### config.mk
export PLATFORM = sky130hd
export DESIGN_NAME = klsh_back
export DESIGN_NICKNAME = d
export VERILOG_FILES = /design/src/hdl/klsh_pkg.sv /design/src/hdl/klsh_back.sv
export SDC_FILE = /design/constraint.sdc
export NUM_CORES = 1
export LEC_CHECK = 0
export ABC_CLOCK_PERIOD_IN_PS = 18900
export BUFFER_PORTS_ARGS = -buffer_cell sky130_fd_sc_hd__buf_2
export CAP_MARGIN = 20
export CORE_MARGIN = 4
export CORE_UTILIZATION = 55
export CTS_BUF_LIST = sky130_fd_sc_hd__clkbuf_8
export DETAILED_ROUTE_END_ITERATION = 12
export PLACE_DENSITY = 0.73
export SLEW_MARGIN = 20
export SYNTH_ARGS = -nofsm -noshare
export SYNTH_HDL_FRONTEND = slang
export SYNTH_SLANG_ARGS = --single-unit
### constraint.sdc
create_clock -name clk -period 18.9 [get_ports clk]
set_input_delay 0 -clock clk [delete_from_list [all_inputs] [get_ports clk]]
set_output_delay 0 -clock clk [all_outputs]
set_load 0.1 [all_outputs]
### src/hdl/klsh_pkg.sv
package klsh_pkg;

	localparam int MAX_K       = 32;
	localparam int MAX_PLANES  = 16;
	localparam int COEF_BITS   = 16;
	localparam int K_W         = $clog2(MAX_K);
	localparam int P_W         = $clog2(MAX_PLANES);
	localparam int STORE_DEPTH = MAX_PLANES * MAX_K;
	localparam int ADDR_W      = $clog2(STORE_DEPTH);
	localparam int CODE_W      = 3;
	localparam int PROD_W      = COEF_BITS + CODE_W;
	localparam int ACC_W       = PROD_W + K_W + 1;
	localparam int FILL_W      = K_W + 1;
	localparam int HASH_W      = 16;
	localparam int CFG_W       = 6;
	localparam int QDEPTH      = 2;

	localparam logic [0:0] OP_COEF = 1'b0;
	localparam logic [0:0] OP_BASE = 1'b1;

	localparam logic [0:0] REG_KMER_LENGTH   = 1'b0;
	localparam logic [0:0] REG_PLANES_IN_USE = 1'b1;

	// job handed from front to back: one full window to hash
	typedef struct packed {
		logic [MAX_K*CODE_W-1:0] window;  // index 0 = newest code
		logic [K_W-1:0]          klast;   // effective k minus one
		logic [P_W:0]            planes;  // active plane count
	} job_t;

	typedef enum logic [1:0] {
		BK_IDLE,
		BK_RUN,
		BK_DRAIN,
		BK_OUT
	} bk_state_t;

	// case-folded nucleotide code in half units
	function automatic logic signed [CODE_W-1:0] encode_base(input logic [7:0] ch);
		logic [7:0] c;
		c = (ch >= 8'h61 && ch <= 8'h7a) ? ch - 8'd32 : ch;
		unique case (c)
			8'h41:   encode_base = 3'sd2;
			8'h43:   encode_base = 3'sd1;
			8'h47:   encode_base = -3'sd1;
			8'h54:   encode_base = -3'sd2;
			default: encode_base = 3'sd0;
		endcase
	endfunction

endpackage

### src/hdl/klsh_back.sv
module klsh_back (
	input  logic                           clk,
	input  logic                           arst_n,
	input  logic                           job_valid,
	output logic                           job_ready,
	input  klsh_pkg::job_t                 job,
	output logic                           busy,
	output logic [klsh_pkg::ADDR_W-1:0]    coef_raddr,
	input  logic [klsh_pkg::COEF_BITS-1:0] coef_rdata,
	output logic                           out_valid,
	input  logic                           out_ready,
	output logic [15:0]                    hash_value
);
	import klsh_pkg::*;

	bk_state_t state_q, state_nx;

	job_t                        job_q;
	logic [K_W-1:0]              pos_q;     // coefficient position being read
	logic [P_W-1:0]              plane_q;   // plane being read
	logic                        rd_s1;     // coefficient read data valid this cycle
	logic [K_W-1:0]              pos_s1;
	logic [P_W-1:0]              plane_s1;
	logic                        last_s1;   // last term of a plane
	logic signed [ACC_W-1:0]     acc_q [MAX_PLANES];
	logic [HASH_W-1:0]           hash_q;
	logic signed [CODE_W-1:0]    code_s1;
	logic signed [PROD_W-1:0]    prod;
	logic                        issue;
	logic                        pos_end;
	logic                        plane_end;
	logic [K_W-1:0]              widx;

	// position j reads window code at index k-1-j (oldest first)
	assign widx    = K_W'(job_q.klast - pos_s1);
	assign code_s1 = job_q.window[widx*CODE_W +: CODE_W];
	assign prod    = PROD_W'($signed(coef_rdata)) * PROD_W'(code_s1);

	assign pos_end   = (pos_q == job_q.klast);
	assign plane_end = ((P_W+1)'(plane_q) + 1'b1 >= job_q.planes);

	// next state
	always_comb begin
		state_nx = state_q;
		unique case (state_q)
			BK_IDLE:  if (job_valid) state_nx = (job.planes == '0) ? BK_OUT : BK_RUN;
			BK_RUN:   if (pos_end && plane_end) state_nx = BK_DRAIN;
			BK_DRAIN: state_nx = BK_OUT;
			BK_OUT:   if (out_ready) state_nx = BK_IDLE;
			default:  state_nx = BK_IDLE;
		endcase
	end

	// outputs
	always_comb begin
		job_ready = (state_q == BK_IDLE);
		issue     = (state_q == BK_RUN);
		out_valid = (state_q == BK_OUT);
		busy      = (state_q == BK_RUN) || (state_q == BK_DRAIN);
	end

	assign coef_raddr = ADDR_W'({plane_q, pos_q});
	assign hash_value = hash_q;

	always_ff @(posedge clk or negedge arst_n) begin
		if (!arst_n) begin
			state_q <= BK_IDLE;
			rd_s1   <= 1'b0;
		end else begin
			state_q <= state_nx;
			rd_s1   <= issue;
		end
	end

	// sequencer: one coefficient read per cycle, planes one after another
	always_ff @(posedge clk) begin
		if (job_ready && job_valid) begin
			job_q   <= job;
			pos_q   <= '0;
			plane_q <= '0;
			hash_q  <= '0;
		end else if (issue) begin
			if (pos_end) begin
				pos_q   <= '0;
				plane_q <= plane_q + 1'b1;
			end else begin
				pos_q <= pos_q + 1'b1;
			end
		end
		pos_s1   <= pos_q;
		plane_s1 <= plane_q;
		last_s1  <= pos_end;
		// accumulate; the newest position is subtracted
		if (rd_s1) begin
			if (pos_s1 == '0) begin
				acc_q[plane_s1] <= (pos_s1 == job_q.klast) ? -ACC_W'(prod) : ACC_W'(prod);
			end else if (pos_s1 == job_q.klast) begin
				acc_q[plane_s1] <= acc_q[plane_s1] - ACC_W'(prod);
			end else begin
				acc_q[plane_s1] <= acc_q[plane_s1] + ACC_W'(prod);
			end
		end
		// sign test of a finished plane
		if (rd_s1 && last_s1 && (32'(plane_s1) < HASH_W)) begin
			if (pos_s1 == '0) begin
				hash_q[plane_s1] <= (-ACC_W'(prod)) > 0;
			end else begin
				hash_q[plane_s1] <= (acc_q[plane_s1] - ACC_W'(prod)) > 0;
			end
		end
	end

`ifndef SYNTHESIS
	a_out_hold: assert property (@(posedge clk) disable iff (!arst_n)
		(out_valid && !out_ready) |=> $stable(hash_value)) else $error("hash changed");
	a_no_rd_idle: assert property (@(posedge clk) disable iff (!arst_n)
		(state_q == BK_IDLE) |-> !issue) else $error("read while idle");
	a_drain: assert property (@(posedge clk) disable iff (!arst_n)
		(state_q == BK_DRAIN) |-> rd_s1) else $error("drain without data");
`endif

endmodule
Yosys cells after proc, flatten, opt, wreduce, memory -nomap -nowiden
Memories as Yosys holds them, arrays and structs flattened. A register that Yosys moved wholly into a read port is not among the register bits. Cells that the tools add are included.

Bits in registers: 144. Bits in writable memories: 400. Input bits: 126. Output and inout bits: 28. Word-level logic and storage cells: 76. Memories: 1.

Add/sub/neg operators: 9. Multiply operators: 2. $lt $le $gt $ge: 5. Equality and inequality tests: 8. Shifts and indexed selects: 1. Mux-type cells: 27. Bitwise operators: 2. Reduce and logical (&&, ||, !) cells: 10.

Memories: acc_q (depth 16, width 25, rd ports 1, clocked after Yosys merged registers in 1, wr ports 1, RTL line klsh_back.sv:25) `logic signed [ACC_W-1:0] acc_q [MAX_PLANES];`.

Operator list (count): 96-bit by 8-bit indexed part select with 3-bit output (1); 25-bit two-way mux (3); 16-bit two-way mux (3); 16-bit bitwise mux (2); 32-bit by 1-bit greater-than comparator with 1-bit output, second input constant (1); 19-bit negation with 32-bit output (1); 26-bit by 1-bit greater-than comparator with 1-bit output, second input constant (1); 25-bit by 19-bit subtractor with 26-bit output (1); 25-bit by 19-bit adder with 25-bit output (1); 19-bit negation with 25-bit output (1); 25-bit by 19-bit subtractor with 25-bit output (1); 16-bit by 3-bit multiplier with 19-bit output (1); 1-bit two-way mux (12); 5-bit equality test (2); 5-bit logical NOT (2); 2-bit two-way mux (4); 2-bit case mux with 4 select lines (1); 5-bit by 2-bit multiplier with 7-bit output, second input constant (1); 4-bit by 1-bit adder with 5-bit output, second input constant (1); 5-bit by 1-bit adder with 5-bit output, second input constant (1); 5-bit greater-or-equal comparator (1); 4-bit by 5-bit < comparator with 1-bit output, second input constant (1); 5-bit two-way mux (1); 5-bit subtractor (1); 13 further kinds (19).

Logic depth before layout (Yosys ltp)
Gate-level depths: netlist of the first run.

Word-level depth: 9. Mapped depth: 35. Mapped depth without buffers: 33.

Worst setup path after synthesis of the first run
Ideal clock, no wire load.

Kind: register to register. Start: reg job_q[5] (netlist bit). End: reg hash_q[13], in the netlist hash_value[13]. Setup time: 0.129 ns. Data arrival time: 8.599 ns. Data required time: 18.771 ns. Slack: 10.172 ns. Cell stages (with the launch flop): 35. Path buffers: 6. Clock period less this slack: 8.728 ns. Cells stage by stage: edfxtp_1 > inv_1 > ha_1 > fa_1 > clkbuf_1 > clkbuf_1 > mux4_2 > mux4_2 > mux2_2 > clkbuf_1 > nand2_1 > fa_1 > fa_1 > inv_1 > ha_1 > fa_1 > a21oi_1 > o2111a_1 > or4_1 > clkbuf_1 > inv_1 > ha_1 > clkbuf_1 > and3_1 > a221o_1 > a41o_1 > a311oi_1 > o21ai_0 > xnor2_1 > nor4_1 > nand4_1 > a31o_2 > a31oi_4 > buf_6 > o31ai_1.

Longest elaborated chain between the ends: 9. Elaborated cells on any way between the ends: 12. Those cells by class: 3 x add/sub; 2 x mul; 2 x order compare; 1 x shift; 4 x mux.

Ends and longest elaborated chain: from (decl) (RTL line klsh_back.sv:18) `job_t job_q;`; from (signal assigned) (RTL line klsh_back.sv:78) `job_q <= job;`; 5-bit subtractor * (RTL line klsh_back.sv:35) `assign widx = K_W'(job_q.klast - pos_s1);`; 5-bit by 2-bit multiplier with 7-bit output * (RTL line klsh_back.sv:36) `assign code_s1 = job_q.window[widx*CODE_W +: CODE_W];`; 96-bit by 8-bit indexed part select with 3-bit output * (RTL line klsh_back.sv:36); 16-bit by 3-bit multiplier with 19-bit output * (RTL line klsh_back.sv:37) `assign prod = PROD_W'($signed(coef_rdata)) * PROD_W'(code_s1);`; 25-bit by 19-bit subtractor with 26-bit output / 19-bit negation with 32-bit output (equally long branches) (RTL line klsh_back.sv:108, klsh_back.sv:106); 26-bit by 1-bit greater-than comparator with 1-bit output / 32-bit by 1-bit greater-than comparator with 1-bit output (equally long branches) (RTL line klsh_back.sv:108, klsh_back.sv:106); 16-bit bitwise mux, on equally long branches (RTL line klsh_back.sv:108, klsh_back.sv:106); 16-bit two-way mux * (RTL line klsh_back.sv:105) `if (pos_s1 == '0) begin`; 16-bit two-way mux * (RTL line klsh_back.sv:104) `if (rd_s1 && last_s1 && (32'(plane_s1) < HASH_W)) begin`; to (signal, indexed assignment) (RTL line klsh_back.sv:106) `hash_q[plane_s1] <= (-ACC_W'(prod)) > 0;`; to (signal, indexed assignment) (RTL line klsh_back.sv:108) `hash_q[plane_s1] <= (acc_q[plane_s1] - ACC_W'(prod)) > 0;`; to (decl) (RTL line klsh_back.sv:26) `logic [HASH_W-1:0] hash_q;`.

Mark *: on every way between the ends. The rest lies on a longest branch, timed or not. A chain may end at the register's enable or synchronous reset.

Worst setup path in the final report of the first run
Start: reg job_q[5] (netlist bit). End: reg hash_q[2], in the netlist hash_value[2].

Same word-level chain as after synthesis.

==> reports/results.txt, run 1 <==
Crit-path slowest cell = o311ai_1
Top cell by count, worst path = fa_1
post-synthesis async set-or-reset flop share = 0.551%
Num CTS Buffers = 85
post-DP HPWL = 40,200 µm
Yosys top cell area share = 58.0%
Most used DFF post-synth = edfxtp_1
Buf+Inv Stages, Crit Path = 4
crit path kind = flop to flop
dominant cells by area after synthesis = edfxtp_1 58%, mux4_2 13%, ha_1 4.6%
top post-synthesis cells by count = 506 x edfxtp_1, 154 x mux4_2, 120 x nor2_1, 96 x ha_1, 69 x a21oi_1
H-tree levels = 3
area grow syn2layout = 16.7%
wire length per cell = 25.2 µm
DR iter-0 viols = 1,868
Max Cap Viol = 0
Setup crit end kind = flop
CTS sink cnt = 544
Tmin final = 9.31 ns
Yosys Warn Count = 0
#FFs+latches synth = 544
CTS tree = done
area leader, netlist = edfxtp_1
drt total wl = 67,800 µm
vias in the first global route = 17,100
clock slew seen by the registers of the worst setup and hold paths = 0.07 ns
Layout Nets = 2,257
endpoints failing setup = 0
# fillers = 3,220
Max Root-Sink Buffers = 3
CP top delay family = compound AO/OA/AOI/OAI gates
most frequent cell after synthesis = edfxtp_1
Post-Synthesis Cells = 1,697
Avg Inst Size Synth = 15.4 µm²
pin count of the biggest net entering global routing = 60
routability cong. = 0.968
Syn Nets = 1,940
post-CTS resize count = 0
Vias/cell = 6.23
GRT overflow = 0
Die Area = 51,100 µm²
Std-Cell Rows = 79
Clock Latency Late Sink = 0.68 ns
Final Slew Violations = 0
Fin. Hold Viols = 0
Initial Utilization = 56.0%
worst slew pin tran = 1.09 ns
share of cells above drive strength 1 = 24.6%
Pre-Repair DR Iteration Count = 8
WP data required = 19.42 ns
worst hold stages = 2
Tcrit/Tclk final = 49.3%
initial antenna violation count = 4
sequential-to-total area share from yosys stat = 61.0%
vias = 16,800
Cell variety after synth = 75
Die X = 226 µm
EDFF count, synth = 506
TNS Setup = 0 ns
unrepaired setup endpoints after global routing = false
R2R cell count = 31
Total GRT Usage = 26.7%
cell count along the critical path = 31
I/O Buffers = 153
post-route ant nets = 0
first-pass GRT wire length = 102,000 µm
die span in y = 226 µm
core box area = 46,800 µm²
Crit Path Max Fanout = 24
max frequency = 107 MHz
Syn Std Cell Area = 26,200 µm²
Worst EP arrival = 9.83 ns
CP max stage delay = 0.90 ns
Post-route DRC = 0
Hold Path Class = primary input to flop
Slew Limit Headroom = 25.9%
critical path launch point type = flop
status = completed
io pins = 154
Clock Tree Root = clkbuf_8
Worst Skew = 0.0363 ns
## placed cells by master, fill, tap and decap left out, drive strengths merged, types with 29 or more instances in the layout
| master | n |
|---|---|
| a21oi | 69 |
| and2 | 34 |
| buf | 195 |
| clkbuf | 91 |
| clkinv | 34 |
| dfxtp | 35 |
| dlygate4sd3 | 111 |
| edfxtp | 506 |
| ha | 96 |
| inv | 87 |
| mux4 | 154 |
| nand2 | 60 |
| nand3 | 29 |
| nor2 | 120 |
| o21ai | 64 |
| xnor2 | 55 |
## sequential cells by signal, indices dropped and copies added, names as in the netlist
register / cells
pos_q: 5
pos_s1: 5
plane_s1: 4
last_s1: 1
hash_value: 16
rd_s1: 1
state_q: 2
plane_q: 4
job_q: 106
acc_q: 400
## area by class of cell
| cell class | instances | area [µm²] | area share [%] |
|---|---|---|---|
| multi-input combinational | 1011 | 9720 | 31.8 |
| timing repair buffer | 307 | 2200 | 7.19 |
| tap | 607 | 759 | 2.49 |
| clock inverter | 64 | 384 | 1.26 |
| clock buffer | 90 | 1240 | 4.06 |
| inverter | 65 | 246 | 0.807 |
| sequential | 544 | 16000 | 52.3 |
| antenna | 4 | 10.0 | 0.0328 |
## layer usage
layer / wire [µm] / vias up / track usage, %
li1: - / 7340 / -
met1: 26900 / 8559 / 36.0
met2: 33800 / 729 / 44.0
met3: 4690 / 147 / 4.42
met4: 2390 / 0 / 10.8
met5: 0 / - / 0
## path summary, 6_finish.rpt
path	end	slack [ns]	start
setup reg to reg	hash_value[2]	9.59	job_q[5]
setup / recovery	hash_value[2]	9.59	job_q[5]
min in group asynchronous	state_q[1]	0.21	arst_n
hold / removal	job_q[87]	0.04	job[87]
hold reg to reg	plane_s1[1]	0.41	plane_q[1]
max in group asynchronous	rd_s1	18.54	arst_n
## timing repair
action                    4_1_cts  5_1_grt
setup buffers                   0        0
hold endpoints to repair      111        0
hold buffers                  111        0
## stage by stage
step | hold WS [ns] | utilization [%] | area (µm²) | setup slack (ns) | std cells
2_1_floorplan | -0.296 | - | 26200 | 10.17 | 1697
3_3_place_gp | -0.199 | 59.4 | 27700 | 9.99 | 2421
3_5_place_dp | -0.196 | 59.4 | 27700 | 9.81 | 2421
4_1_cts | 0.000958 | 65.2 | 30500 | 9.78 | 2686
5_1_grt | 0.0171 | 65.3 | 30500 | 9.09 | 2692
6_report | 0.0435 | 65.3 | 30500 | 9.59 | 2692
## kinds of logic (layout without fill, tap and decap cells)
kind of cell	after synthesis	count (layout)	synth area share (%)
buf+inv	142	526	2.12
other cells	0	4	0
mux	173	173	14.0
fa+ha+maj	117	117	6.19
simple gates	360	360	6.78
flops	544	544	61.0
xor+xnor	78	78	2.61
compound gates	283	283	7.29
Power of run 1 is not shown: default switching activity piles up to over one toggle a cycle in this logic, so the estimate is an artifact.
==> run 2, diff against run 1 <==
ABC_AREA = 1   (was default)
ABC_CLOCK_PERIOD_IN_PS = 8100   (was 18900)
PLACE_DENSITY = 0.76   (was 0.73)
clock period = 8.1 ns   (was 18.9 ns; I/O delays follow)
==> run 2 against run 1 <==
  * Flip-flop and latch count is the same
  * Sequential share of layout area decreased by 1.8 points
  * Design area rose by 3.5%
  * Die area increased by 3.3%
  * Synthesized cell count increased by 52%
==> reports/results.txt, run 2 <==
Top cell by count, worst path = nand2_1
post-DP HPWL = 49,800 µm
Hold Path Class = primary input to flop
dominant cells by area after synthesis = edfxtp_1 56%, nand2_1 6.2%, o22ai_1 4.6%
Max Root-Sink Buffers = 3
wire length per cell = 22.5 µm
vias in the first global route = 21,900
Final Power = 6430 µW
Final WS setup = 0.562 ns
clock slew seen by the registers of the worst setup and hold paths = 0.06 ns
Post-Synthesis Cells = 2,577
Tmin final = 7.54 ns
Worst EP arrival = 7.95 ns
#FFs+latches synth = 544
TNS Setup = 0 ns
EDFF count, synth = 506
reg-to-reg critical path startpoint = job_q[5]
Post-CTS Setup Bufs = 0
endpoints failing setup = 0
H-tree levels = 3
sequential-to-total area share from yosys stat = 59.0%
share of cells above drive strength 1 = 15.4%
Total GRT Usage = 30.5%
Yosys top cell area share = 56.1%
most common cell after layout, fill and taps aside = edfxtp_1
vias = 21,900
R2R Setup Slk = 0.56 ns
Most used DFF post-synth = edfxtp_1
Fin. Hold Viols = 0
status = completed
top post-synthesis cells by count = 506 x edfxtp_1, 445 x nand2_1, 251 x inv_1, 235 x nor2_1, 201 x o22ai_1
core box area = 48,700 µm²
Final Slew Violations = 0
Crit Path Max Fanout = 16
Cell variety after synth = 61
Post-route DRC = 0
CTS tree = done
Clock Tree Root = clkbuf_8
critical path launch point type = flop
R2R cell count = 35
GRT overflow = 0
drt total wl = 81,400 µm
post-synthesis async set-or-reset flop share = 0.551%
Max Cap Viol = 0
Die Area = 52,800 µm²
Worst Skew = 0.0359 ns
Avg Inst Size Synth = 10.5 µm²
max frequency = 133 MHz
worst slew pin tran = 1.11 ns
Syn Std Cell Area = 27,100 µm²
post-placement cell count = 3,350
Die X = 230 µm
commonest cells after routing, fill and taps aside = 506 x edfxtp_1, 439 x nand2_1, 278 x inv_1, 217 x nor2_1, 201 x o22ai_1
Max VDD drop = 184 µV
Endpoint, Worst Hold = job_q[85]
most frequent cell after synthesis = edfxtp_1
CTS sink cnt = 544
Clock Latency Late Sink = 0.69 ns
Crit-path slowest cell = fa_1
Slew Limit Headroom = 25.6%
crit path kind = flop to flop
Layout Nets = 3,137
Buf+Inv Stages, Crit Path = 7
Pre-Repair DR Iteration Count = 6
DP Worst Slack = 0.187 ns
CP top delay family = simple AND/OR/NAND/NOR gates
io pins = 154
DR iter-0 viols = 2,598
routability cong. = 1.01
pwr/cell area = 203 nW/µm²
CP max stage delay = 0.45 ns
pin count of the biggest net entering global routing = 90
worst hold stages = 2
Syn Nets = 2,820
r2r endpoint = acc_q[8][20]
Setup crit end kind = flop
Biggest register = acc_q
die span in y = 230 µm
Leak = 0.0125 µW
area leader, netlist = edfxtp_1
Non-Filler Cell Area, Final = 31,600 µm²
post-route ant nets = 0
Yosys Warn Count = 0
area grow syn2layout = 16.8%
Num CTS Buffers = 84
first-pass GRT wire length = 125,000 µm
Initial Utilization = 55.5%
Tcrit/Tclk final = 93.1%
Vias/cell = 6.03
I/O Buffers = 153
Largest register FFs = 400
hold path startpoint = job[85]
Post-Place Cell Area = 28,800 µm²
count of non-filler cells in the finished layout = 3,624
initial antenna violation count = 2
WP data required = 8.51 ns
Std-Cell Rows = 81
[run 2: logic make-up after synthesis]
| kind of cell | count (synthesis) | synth area share, % |
|---|---|---|
| compound gates | 586 | 13.2 |
| xor+xnor | 38 | 1.29 |
| fa+ha+maj | 117 | 5.99 |
| buf+inv | 379 | 5.50 |
| flops | 544 | 59.0 |
| mux | 1 | 0.0370 |
| simple gates | 912 | 14.9 |
[run 2: metrics by stage]
step           utilization [%]  hold WS, ns
5_1_grt                   64.8      0.00314
3_5_place_dp              59.0       -0.198
3_3_place_gp              59.0       -0.202
2_1_floorplan                -       -0.296
6_report                  64.8       0.0295
4_1_cts                   64.6    0.0000865
[run 2: routing by layer]
metal  GRT usage, %  vias to the layer above  part of all wire, %
met5              0                        -                0.017
met4           11.6                        2                  3.8
met3           6.78                      221                   11
met2           50.0                     1399                   48
met1           40.0                    10400                   38
li1               -                     9830                    -
[run 2: final cells by class]
type	count	area [µm²]
clock buffers	89	1220
inverters	271	1030
flip-flops and latches	544	16000
clock inverters	62	279
diodes	1	2.50
repair buffers	339	2510
multi-input cells	1654	9760
fillers	3634	17100
well taps	664	831
[run 2: what timing repair did]
action | in CTS | in global routing
endpoints found under the hold margin | 134 | 0
setup endpoints to repair | 0 | 144
hold buffers | 119 | 0
gates resized for setup | 0 | 18
[run 2: worst max path at each step]
stage | end | slack (ns) | cells after the start | start
2_1_floorplan | acc_q[0][24] | 0.93 | 36 | job_q[5]
3_3_place_gp | acc_q[11][23] | 0.28 | 39 | job_q[5]
3_5_place_dp | acc_q[8][23] | 0.19 | 39 | job_q[5]
4_1_cts | acc_q[10][23] | 0.17 | 39 | job_q[5]
5_1_grt | hash_value[5] | -0.01 | 39 | job_q[5]
6_report | acc_q[8][20] | 0.56 | 35 | job_q[5]
[run 2: power breakdown]
| part | switching (µW) | total (µW) | internal [µW] |
|---|---|---|---|
| Combinational | 728 | 1060 | 331 |
| Clock | 1070 | 2090 | 1020 |
| Sequential | 6.91 | 3270 | 3270 |
| Total | 1810 | 6430 | 4620 |
Note: power is estimated with default switching activity, not from simulation.
